`config.mk`:
```
export PLATFORM = sky130hd
export DESIGN_NAME = piston_wall_elastic_collision_core
export DESIGN_NICKNAME = d
export VERILOG_FILES = /design/src/hw/rtl/pwec_pkg.sv /design/src/hw/rtl/pwec_divider.sv /design/src/hw/rtl/piston_wall_elastic_collision_core.sv
export SDC_FILE = /design/constraint.sdc
export NUM_CORES = 2
export LEC_CHECK = 0
export ABC_AREA = 0
export ABC_CLOCK_PERIOD_IN_PS = 20500
export BUFFER_PORTS_ARGS = -buffer_cell sky130_fd_sc_hd__buf_2
export CORE_ASPECT_RATIO = 0.8
export CORE_MARGIN = 5
export CORE_UTILIZATION = 55
export DETAILED_ROUTE_END_ITERATION = 7
export HOLD_SLACK_MARGIN = 0.06
export PLACE_DENSITY = 0.73
export SLEW_MARGIN = 20
export SYNTH_ARGS = -nofsm -noshare
export SYNTH_HDL_FRONTEND = slang
export SYNTH_HIERARCHICAL = 1
export SYNTH_SLANG_ARGS = --single-unit
```
`constraint.sdc`:
```
create_clock -name clk_i -period 20.5 [get_ports clk_i]
set_input_delay 1.025 -clock clk_i [delete_from_list [all_inputs] [get_ports clk_i]]
set_output_delay 1.025 -clock clk_i [all_outputs]
set_load 0.005 [all_outputs]
```
`src/hw/rtl/pwec_pkg.sv`:
```
`default_nettype none

package pwec_pkg;

  localparam int IDX_W      = 7;
  localparam int POS_W      = 28;
  localparam int VEL_W      = 32;
  localparam int RAD_W      = 23;
  localparam int HALF_W     = 24;
  localparam int MASS_W     = 10;
  localparam int EDGE_W     = 30;
  localparam int NPOS_W     = 31;
  localparam int COEF_W     = 12;
  localparam int PROD_W     = COEF_W + VEL_W;
  localparam int NUM_W      = PROD_W + 1;
  localparam int DEN_W      = MASS_W + 1;
  localparam int QUOT_W     = 34;
  localparam int SQUOT_W    = QUOT_W + 1;
  localparam int CNT_W      = $clog2(QUOT_W);
  localparam int S_TDATA_W  = 208;
  localparam int M_TDATA_W  = 128;
  localparam int CFG_IDX_W  = 2;
  localparam int CFG_DATA_W = 24;

  localparam int PUSH_OUT = 655;

  localparam logic [CFG_IDX_W-1:0] CFG_ENABLE = 2'd0;
  localparam logic [CFG_IDX_W-1:0] CFG_MASS   = 2'd1;
  localparam logic [CFG_IDX_W-1:0] CFG_HALF   = 2'd2;

  localparam logic [MASS_W-1:0] MASS_RESET = 10'd50;
  localparam logic [HALF_W-1:0] HALF_RESET = 24'd1310720;

  localparam logic ACT_CHECK = 1'b0;
  localparam logic ACT_LOAD  = 1'b1;

  localparam logic [1:0] EV_NONE  = 2'd0;
  localparam logic [1:0] EV_LEFT  = 2'd1;
  localparam logic [1:0] EV_RIGHT = 2'd2;

  typedef enum logic [3:0] {
    ST_IDLE,
    ST_GEOM,
    ST_FACE,
    ST_MUL1,
    ST_MUL2,
    ST_MUL3,
    ST_MUL4,
    ST_DIV1,
    ST_DIV2,
    ST_OUT
  } state_e;

  typedef struct packed {
    logic                    start;
    logic signed [NUM_W-1:0] num;
  } div_req_t;

  typedef struct packed {
    logic                    done;
    logic signed [VEL_W-1:0] quot;
  } div_rsp_t;

  function automatic logic signed [VEL_W-1:0] sat_vel(input logic signed [SQUOT_W-1:0] v);
    logic signed [SQUOT_W-1:0] hi;
    logic signed [SQUOT_W-1:0] lo;
    hi = SQUOT_W'(2147483647);
    lo = -hi - SQUOT_W'(1);
    if (v > hi) begin
      return {1'b0, {(VEL_W-1){1'b1}}};
    end else if (v < lo) begin
      return {1'b1, {(VEL_W-1){1'b0}}};
    end
    return v[VEL_W-1:0];
  endfunction

  function automatic logic signed [POS_W-1:0] sat_pos(input logic signed [NPOS_W-1:0] v);
    logic signed [NPOS_W-1:0] hi;
    logic signed [NPOS_W-1:0] lo;
    hi = NPOS_W'(134217727);
    lo = -hi - NPOS_W'(1);
    if (v > hi) begin
      return {1'b0, {(POS_W-1){1'b1}}};
    end else if (v < lo) begin
      return {1'b1, {(POS_W-1){1'b0}}};
    end
    return v[POS_W-1:0];
  endfunction

endpackage

`default_nettype wire

```
`src/hw/rtl/pwec_divider.sv`:
```
`default_nettype none

module pwec_divider
  import pwec_pkg::*;
(
  input  wire logic             clk_i,
  input  wire logic             rst_ni,
  input  wire div_req_t         req_i,
  input  wire logic [DEN_W-1:0] den_i,
  output div_rsp_t              rsp_o
);

  logic              busy_q;
  logic              done_q;
  logic [CNT_W-1:0]  cnt_q;
  logic [DEN_W-1:0]  rem_q;
  logic [QUOT_W-1:0] sh_q;
  logic              neg_q;

  logic [NUM_W-1:0]  mag;
  logic [DEN_W:0]    trial_in;
  logic [DEN_W:0]    trial;
  logic              ge;
  logic signed [SQUOT_W-1:0] squot;

  assign mag      = req_i.num[NUM_W-1] ? NUM_W'(-req_i.num) : NUM_W'(req_i.num);
  assign trial_in = {rem_q, sh_q[QUOT_W-1]};
  assign ge       = trial_in >= {1'b0, den_i};
  assign trial    = trial_in - {1'b0, den_i};
  assign squot    = neg_q ? -$signed({1'b0, sh_q}) : $signed({1'b0, sh_q});

  assign rsp_o.done = done_q;
  assign rsp_o.quot = sat_vel(squot);

  always_ff @(posedge clk_i or negedge rst_ni) begin
    if (!rst_ni) begin
      busy_q <= 1'b0;
      done_q <= 1'b0;
      cnt_q  <= '0;
    end else begin
      done_q <= 1'b0;
      if (req_i.start) begin
        busy_q <= 1'b1;
        cnt_q  <= '0;
      end else if (busy_q) begin
        cnt_q <= cnt_q + CNT_W'(1);
        if (cnt_q == CNT_W'(QUOT_W - 1)) begin
          busy_q <= 1'b0;
          done_q <= 1'b1;
        end
      end
    end
  end

  // restoring division, one quotient bit a cycle
  always_ff @(posedge clk_i) begin
    if (req_i.start) begin
      neg_q <= req_i.num[NUM_W-1];
      rem_q <= DEN_W'(mag[NUM_W-2:QUOT_W]);
      sh_q  <= mag[QUOT_W-1:0];
    end else if (busy_q) begin
      rem_q <= ge ? trial[DEN_W-1:0] : trial_in[DEN_W-1:0];
      sh_q  <= {sh_q[QUOT_W-2:0], ge};
    end
  end

endmodule

`default_nettype wire

```
`src/hw/rtl/piston_wall_elastic_collision_core.sv`:
```
// channel   dir  handshake                   payload
// s_axis    in   s_axis_tvalid/tready        tdata: disk and wall word, tuser: action
// m_axis    out  m_axis_tvalid/tready        tdata: result word, tuser: event
// cfg       in   cfg_valid_i/cfg_ready_o     cfg_index_i, cfg_data_i
//
// a load word or a word with the wall disabled goes from idle straight to the output
// state, a checked word without a hit passes the geometry and face states first, and a
// hit adds three shared multiplier passes and then two 34-step divisions in the shared divider
// reset clears the sequencer, the output valid and the wall velocity, and sets the config to its reset values
// a stalled output holds its word; the next input word is taken meanwhile, but its result waits in the output state
`default_nettype none

module piston_wall_elastic_collision_core
  import pwec_pkg::*;
(
  input  wire logic                  clk_i,
  input  wire logic                  rst_ni,
  input  wire logic                  s_axis_tvalid,
  output logic                       s_axis_tready,
  // idx, pos, prev_pos, vel, disk_radius, wall_pos, wall_prev_pos, wall_vel_load
  input  wire logic [S_TDATA_W-1:0]  s_axis_tdata,
  // action
  input  wire logic                  s_axis_tuser,
  output logic                       m_axis_tvalid,
  input  wire logic                  m_axis_tready,
  // index_out, new_pos, new_prev_pos, new_vel, wall_vel
  output logic [M_TDATA_W-1:0]       m_axis_tdata,
  // event_res
  output logic [1:0]                 m_axis_tuser,
  input  wire logic                  cfg_valid_i,
  output logic                       cfg_ready_o,
  input  wire logic [CFG_IDX_W-1:0]  cfg_index_i,
  input  wire logic [CFG_DATA_W-1:0] cfg_data_i
);

  state_e state_q, state_d;

  logic              en_q;
  logic [MASS_W-1:0] mass_q;
  logic [HALF_W-1:0] half_q;
  logic signed [VEL_W-1:0] wall_vel_q;

  logic [IDX_W-1:0]        idx_q;
  logic signed [POS_W-1:0] pos_q, prev_q, wpos_q, wprev_q;
  logic signed [VEL_W-1:0] vel_q;
  logic [RAD_W-1:0]        rad_q;

  logic signed [POS_W-1:0] res_pos_q, res_prev_q;
  logic signed [VEL_W-1:0] res_vel_q;
  logic [1:0]              ev_q;

  logic signed [EDGE_W-1:0] ln_q, rn_q, lo_q, ro_q, re_q, le_q, pre_q, ple_q;
  logic signed [PROD_W-1:0] prod_q;
  logic signed [NUM_W-1:0]  acc_q, num_q;

  logic                    out_valid_q;
  logic [M_TDATA_W-1:0]    out_data_q;
  logic [1:0]              out_ev_q;

  logic in_acc, out_load, hit;
  logic [1:0] face;
  logic signed [COEF_W-1:0] coef;
  logic signed [VEL_W-1:0]  mul_op;
  logic signed [PROD_W-1:0] mul_p;
  logic signed [NPOS_W-1:0] new_pos;
  logic signed [EDGE_W-1:0] h_ext, r_ext;
  div_req_t div_req;
  div_rsp_t div_rsp;

  assign s_axis_tready = state_q == ST_IDLE;
  assign in_acc        = s_axis_tvalid && s_axis_tready;
  assign out_load      = state_q == ST_OUT && (!out_valid_q || m_axis_tready);
  assign cfg_ready_o   = 1'b1;
  assign m_axis_tvalid = out_valid_q;
  assign m_axis_tdata  = out_data_q;
  assign m_axis_tuser  = out_ev_q;

  assign h_ext = $signed({{(EDGE_W-HALF_W){1'b0}}, half_q});
  assign r_ext = $signed({{(EDGE_W-RAD_W){1'b0}}, rad_q});

  // face selection in check order
  always_comb begin
    face = EV_NONE;
    if (re_q >= ln_q && re_q <= lo_q && wall_vel_q < 0) begin
      face = EV_LEFT;
    end else if (le_q <= rn_q && le_q >= ro_q && wall_vel_q > 0) begin
      face = EV_RIGHT;
    end else if (pre_q < ln_q && re_q >= ln_q && vel_q > 0) begin
      face = EV_LEFT;
    end else if (ple_q > rn_q && le_q <= rn_q && vel_q < 0) begin
      face = EV_RIGHT;
    end else if (re_q >= ln_q && le_q < rn_q) begin
      if (vel_q > 0) begin
        face = EV_LEFT;
      end else if (vel_q < 0) begin
        face = EV_RIGHT;
      end
    end
  end

  assign hit = (face == EV_LEFT && re_q >= ln_q && vel_q > wall_vel_q) ||
               (face == EV_RIGHT && le_q <= rn_q && vel_q < wall_vel_q);

  assign new_pos = (face == EV_LEFT)
                 ? NPOS_W'(ln_q) - NPOS_W'(r_ext) - NPOS_W'(PUSH_OUT)
                 : NPOS_W'(rn_q) + NPOS_W'(r_ext) + NPOS_W'(PUSH_OUT);

  // shared multiplier
  always_comb begin
    coef   = $signed(COEF_W'(1)) - $signed({2'b00, mass_q});
    mul_op = wall_vel_q;
    case (state_q)
      ST_MUL1: begin
        mul_op = vel_q;
      end
      ST_MUL2: begin
        coef = $signed({1'b0, mass_q, 1'b0});
      end
      default: begin
        coef = $signed({2'b00, mass_q}) - $signed(COEF_W'(1));
      end
    endcase
  end

  assign mul_p = coef * mul_op;

  always_comb begin
    div_req.start = (state_q == ST_MUL4) || (state_q == ST_DIV1 && div_rsp.done);
    div_req.num   = (state_q == ST_DIV1) ? acc_q : num_q;
  end

  pwec_divider u_div (
    .clk_i  (clk_i),
    .rst_ni (rst_ni),
    .req_i  (div_req),
    .den_i  ({1'b0, mass_q} + DEN_W'(1)),
    .rsp_o  (div_rsp)
  );

  always_comb begin
    state_d = state_q;
    unique case (state_q)
      ST_IDLE: begin
        if (in_acc) begin
          if (s_axis_tuser == ACT_CHECK && en_q) begin
            state_d = ST_GEOM;
          end else begin
            state_d = ST_OUT;
          end
        end
      end
      ST_GEOM: state_d = ST_FACE;
      ST_FACE: state_d = hit ? ST_MUL1 : ST_OUT;
      ST_MUL1: state_d = ST_MUL2;
      ST_MUL2: state_d = ST_MUL3;
      ST_MUL3: state_d = ST_MUL4;
      ST_MUL4: state_d = ST_DIV1;
      ST_DIV1: begin
        if (div_rsp.done) begin
          state_d = ST_DIV2;
        end
      end
      ST_DIV2: begin
        if (div_rsp.done) begin
          state_d = ST_OUT;
        end
      end
      ST_OUT: begin
        if (out_load) begin
          state_d = ST_IDLE;
        end
      end
      default: state_d = ST_IDLE;
    endcase
  end

  always_ff @(posedge clk_i or negedge rst_ni) begin
    if (!rst_ni) begin
      state_q <= ST_IDLE;
    end else begin
      state_q <= state_d;
    end
  end

  always_ff @(posedge clk_i or negedge rst_ni) begin
    if (!rst_ni) begin
      en_q   <= 1'b0;
      mass_q <= MASS_RESET;
      half_q <= HALF_RESET;
    end else if (cfg_valid_i) begin
      unique case (cfg_index_i)
        CFG_ENABLE: en_q   <= cfg_data_i[0];
        CFG_MASS:   mass_q <= cfg_data_i[MASS_W-1:0];
        CFG_HALF:   half_q <= cfg_data_i[HALF_W-1:0];
        default: ;
      endcase
    end
  end

  always_ff @(posedge clk_i or negedge rst_ni) begin
    if (!rst_ni) begin
      wall_vel_q <= '0;
    end else if (in_acc && s_axis_tuser == ACT_LOAD) begin
      wall_vel_q <= s_axis_tdata[205:174];
    end else if (state_q == ST_DIV2 && div_rsp.done) begin
      wall_vel_q <= div_rsp.quot;
    end
  end

  always_ff @(posedge clk_i) begin
    case (state_q)
      ST_IDLE: begin
        if (in_acc) begin
          idx_q      <= s_axis_tdata[6:0];
          pos_q      <= s_axis_tdata[34:7];
          prev_q     <= s_axis_tdata[62:35];
          vel_q      <= s_axis_tdata[94:63];
          rad_q      <= s_axis_tdata[117:95];
          wpos_q     <= s_axis_tdata[145:118];
          wprev_q    <= s_axis_tdata[173:146];
          res_pos_q  <= s_axis_tdata[34:7];
          res_prev_q <= s_axis_tdata[62:35];
          res_vel_q  <= s_axis_tdata[94:63];
          ev_q       <= EV_NONE;
        end
      end
      ST_GEOM: begin
        ln_q  <= EDGE_W'(wpos_q) - h_ext;
        rn_q  <= EDGE_W'(wpos_q) + h_ext;
        lo_q  <= EDGE_W'(wprev_q) - h_ext;
        ro_q  <= EDGE_W'(wprev_q) + h_ext;
        re_q  <= EDGE_W'(pos_q) + r_ext;
        le_q  <= EDGE_W'(pos_q) - r_ext;
        pre_q <= EDGE_W'(prev_q) + r_ext;
        ple_q <= EDGE_W'(prev_q) - r_ext;
      end
      ST_FACE: begin
        if (hit) begin
          res_prev_q <= pos_q;
          res_pos_q  <= sat_pos(new_pos);
          ev_q       <= face;
        end
      end
      ST_MUL1: begin
        prod_q <= mul_p;
      end
      ST_MUL2: begin
        acc_q  <= NUM_W'(prod_q);
        prod_q <= mul_p;
      end
      ST_MUL3: begin
        num_q  <= acc_q + NUM_W'(prod_q);
        prod_q <= mul_p;
      end
      ST_MUL4: begin
        acc_q <= NUM_W'(prod_q) + NUM_W'($signed({vel_q, 1'b0}));
      end
      ST_DIV1: begin
        if (div_rsp.done) begin
          res_vel_q <= div_rsp.quot;
        end
      end
      default: ;
    endcase
  end

  always_ff @(posedge clk_i or negedge rst_ni) begin
    if (!rst_ni) begin
      out_valid_q <= 1'b0;
    end else if (out_load) begin
      out_valid_q <= 1'b1;
    end else if (m_axis_tready) begin
      out_valid_q <= 1'b0;
    end
  end

  always_ff @(posedge clk_i) begin
    if (out_load) begin
      out_data_q <= {1'b0, wall_vel_q, res_vel_q, res_prev_q, res_pos_q, idx_q};
      out_ev_q   <= ev_q;
    end
  end

endmodule

`default_nettype wire

```
==> flow_summary.json <==
{
  "die_w_um": 408,
  "netlist_top_cells_area": "edfxtp_1 (34%), ha_1 (11%), fa_1 (10%)",
  "hp-class": "in2async",
  "grt_first_pass_wirelength_um": 314000,
  "cts-resized-gates": 0,
  "synth_cell_type_count": 107,
  "synth_flop_cell": "edfxtp_1",
  "grt_pass1_vias": 52200,
  "dp_hpwl_um": 165000,
  "yosysMostFrequentCell": "nand2_1",
  "worstSkewPairLatency_ns": 0.74,
  "drv_slew": 0,
  "synth-xor-area-share_pct": 5.87,
  "cts_root_buf": "clkbuf_16",
  "grt-ovfl-total": 0,
  "numPortBuffers": 368,
  "required_ns": 20.91,
  "rr_worst_depth": 31,
  "cpLargestDelayFamily": "adder cells",
  "critPathKind": "reg2reg",
  "critPathSlowestCell": "dfrtp_1",
  "status": "finished, final reports clean",
  "cpPeakStageDelay_ns": 0.75,
  "syn_area_um2": 69700,
  "r2r-start": "state_q[1]",
  "synth_edf_count": 800,
  "synth_top_cell_by_area": "edfxtp_1",
  "wirelength_um": 209000,
  "cp-end-kind": "flip-flop",
  "worst_pin_slew_ns": 1.21,
  "fin_nets": 8577,
  "num_vias": 54900,
  "crit_top_cell": "fa_1",
  "drc_errors": 0,
  "boundaryPins": 373,
  "ys_async_sr_fraction_pct": 9.08,
  "dieArea_um2": 134000,
  "wl_per_cell_um": 23.0,
  "synth_compound_area_share_pct": 13.7,
  "cts_tree": "built",
  "numCtsBuffers": 93,
  "finalHoldViolations": 0,
  "holdWs_ns": 0.190,
  "htreeDepth": 3,
  "synth_fp_nets": 8293,
  "place_inst": 8903,
  "routabilityCongestion": 0.967,
  "cp_num_cells": 31,
  "core_area_um2": 126000,
  "slew_headroom_pct": 18.5,
  "crit_arrival_ns": 9.68,
  "synth_fa_ha_area_share_pct": 21.5,
  "synth_top_area_share_pct": 34.5,
  "nFillCells": 10300,
  "initial_core_util_pct": 55.5,
  "period_minus_slack_ns": 9.27,
  "synth_cells": 7064,
  "grt_use_total_pct": 30.5,
  "drtIter0Drc": 6343,
  "skew_ns": 0.0666,
  "cp-startpoint": "state_q[1]",
  "ant_nets": 0,
  "grt_max_degree": 150,
  "cts_setup_buffers": 0,
  "synth_top_family_by_area": "adder cells",
  "yosys.area_share.simple_pct": 14.7,
  "max_freq_mhz": 108,
  "area_growth_pct": 10.0,
  "drive_above_1_share_pct": 10.5,
  "final.period_utilization_pct": 45.2,
  "synth_common_cells": "nand2_1 (900), edfxtp_1 (800), inv_1 (774)",
  "seq_area_um2": 26100,
  "avgSynthCellArea_um2": 9.87,
  "cts_sinks": 881,
  "rsz0062_at_grt": "false",
  "cts.reportedPaths.clkPinSlew_ns": 0.07,
  "holdBufCountCts": 0,
  "fin_ws_ns": 11.23,
  "multi_input_area_um2": 39900,
  "vias_per_cell": 6.05,
  "placementRows": 116,
  "synth_seq_area_share_pct": 37.4,
  "critPathMaxFanout": 31,
  "ys_ff_latch": 881,
  "yosysWarnings": 6,
  "antenna_found_initial": 9,
  "die_h_um": 328,
  "start_kind": "flip-flop",
  "first_pass_iters": 6,
  "drv_cap": 0,
  "dpl_worst_slack_ns": 11.32,
  "stdcell_count": 9085,
  "fin_setup_tns_ns": 0,
  "cts_buffer_depth": 3,
  "setup_viol": 0,
  "cp.buffers_inverters": 6,
  "synth_mux_area_share_pct": 1.22
}
## worst register-to-register path: cells and delay by family, from the launching register on
| kind | cells | cell delay, ns |
|---|---|---|
| AO/OA/AOI/OAI | 11 | 2.11 |
| XOR/XNOR | 1 | 0.16 |
| adder cells (fa/ha/maj) | 6 | 2.80 |
| buffers and inverters | 6 | 1.24 |
| flip-flops | 1 | 0.75 |
| AND/OR/NAND/NOR | 7 | 1.89 |
## kinds of logic after synthesis
| family | after synthesis |
|---|---|
| compound gates | 1431 |
| xor+xnor | 466 |
| fa+ha+maj | 989 |
| buf+inv | 1024 |
| flops | 881 |
| mux | 79 |
| other cells | 2 |
| simple gates | 2192 |
## through the flow
step                utilization [%]  instance area (µm²)
floorplan                         -                69700
global placement               58.4                73400
detailed placement             58.4                73400
CTS                            61.0                76600
global route                   61.1                76700
finish                         61.1                76700
## final timing paths
kind,end,slack (ns)
worst max-delay path,prod_q[43],11.23
worst min-delay path,wall_vel_q[23],0.19
max in group asynchronous,mass_q[6],18.98
worst min register to register,m_axis_tdata[15],0.39
worst max register to register,prod_q[43],11.23
min in group clk_i,m_axis_tdata[15],0.39
## final cells by class
cell class / instances / share of cell area [%]
Multi-Input combinational cell: 5159 / 52.1
Antenna cell: 4 / 0.0130
Tap cell: 1652 / 2.69
Sequential cell: 881 / 34.0
Clock buffer: 117 / 3.28
Timing Repair Buffer: 439 / 3.18
Clock inverter: 59 / 0.979
Inverter: 774 / 3.80
## registers in the layout, summed over array words and instances, names as in the netlist, 29 cells and up
| signal | count |
|---|---|
| vel_q | 32 |
| num_q | 45 |
| acc_q | 45 |
| u_div/sh_q | 34 |
| res_vel_q | 32 |
| re_q | 29 |
| wall_vel_q | 32 |
| ln_q | 29 |
| lo_q | 29 |
| prod_q | 44 |
| pre_q | 29 |
| m_axis_tdata | 127 |
## routing by layer
layer,wire length [µm],up-vias,track usage [%]
met1,92900,26700,46.3
li1,-,25300,-
met4,5410,4,7.54
met5,27,-,0
met3,27400,326,9.47
met2,83300,2686,42.3
## placed cells by master, fill, tap and decap left out, types with 275 or more instances in the layout
cell	n
inv_1	773
ha_1	638
buf_2	367
a21oi_1	365
nand2_1	898
o21ai_0	277
xnor2_1	275
edfxtp_1	800
fa_1	351
nor2_1	458
Power is not shown: default switching activity piles up to over one toggle a cycle in this logic, so the estimate is an artifact.
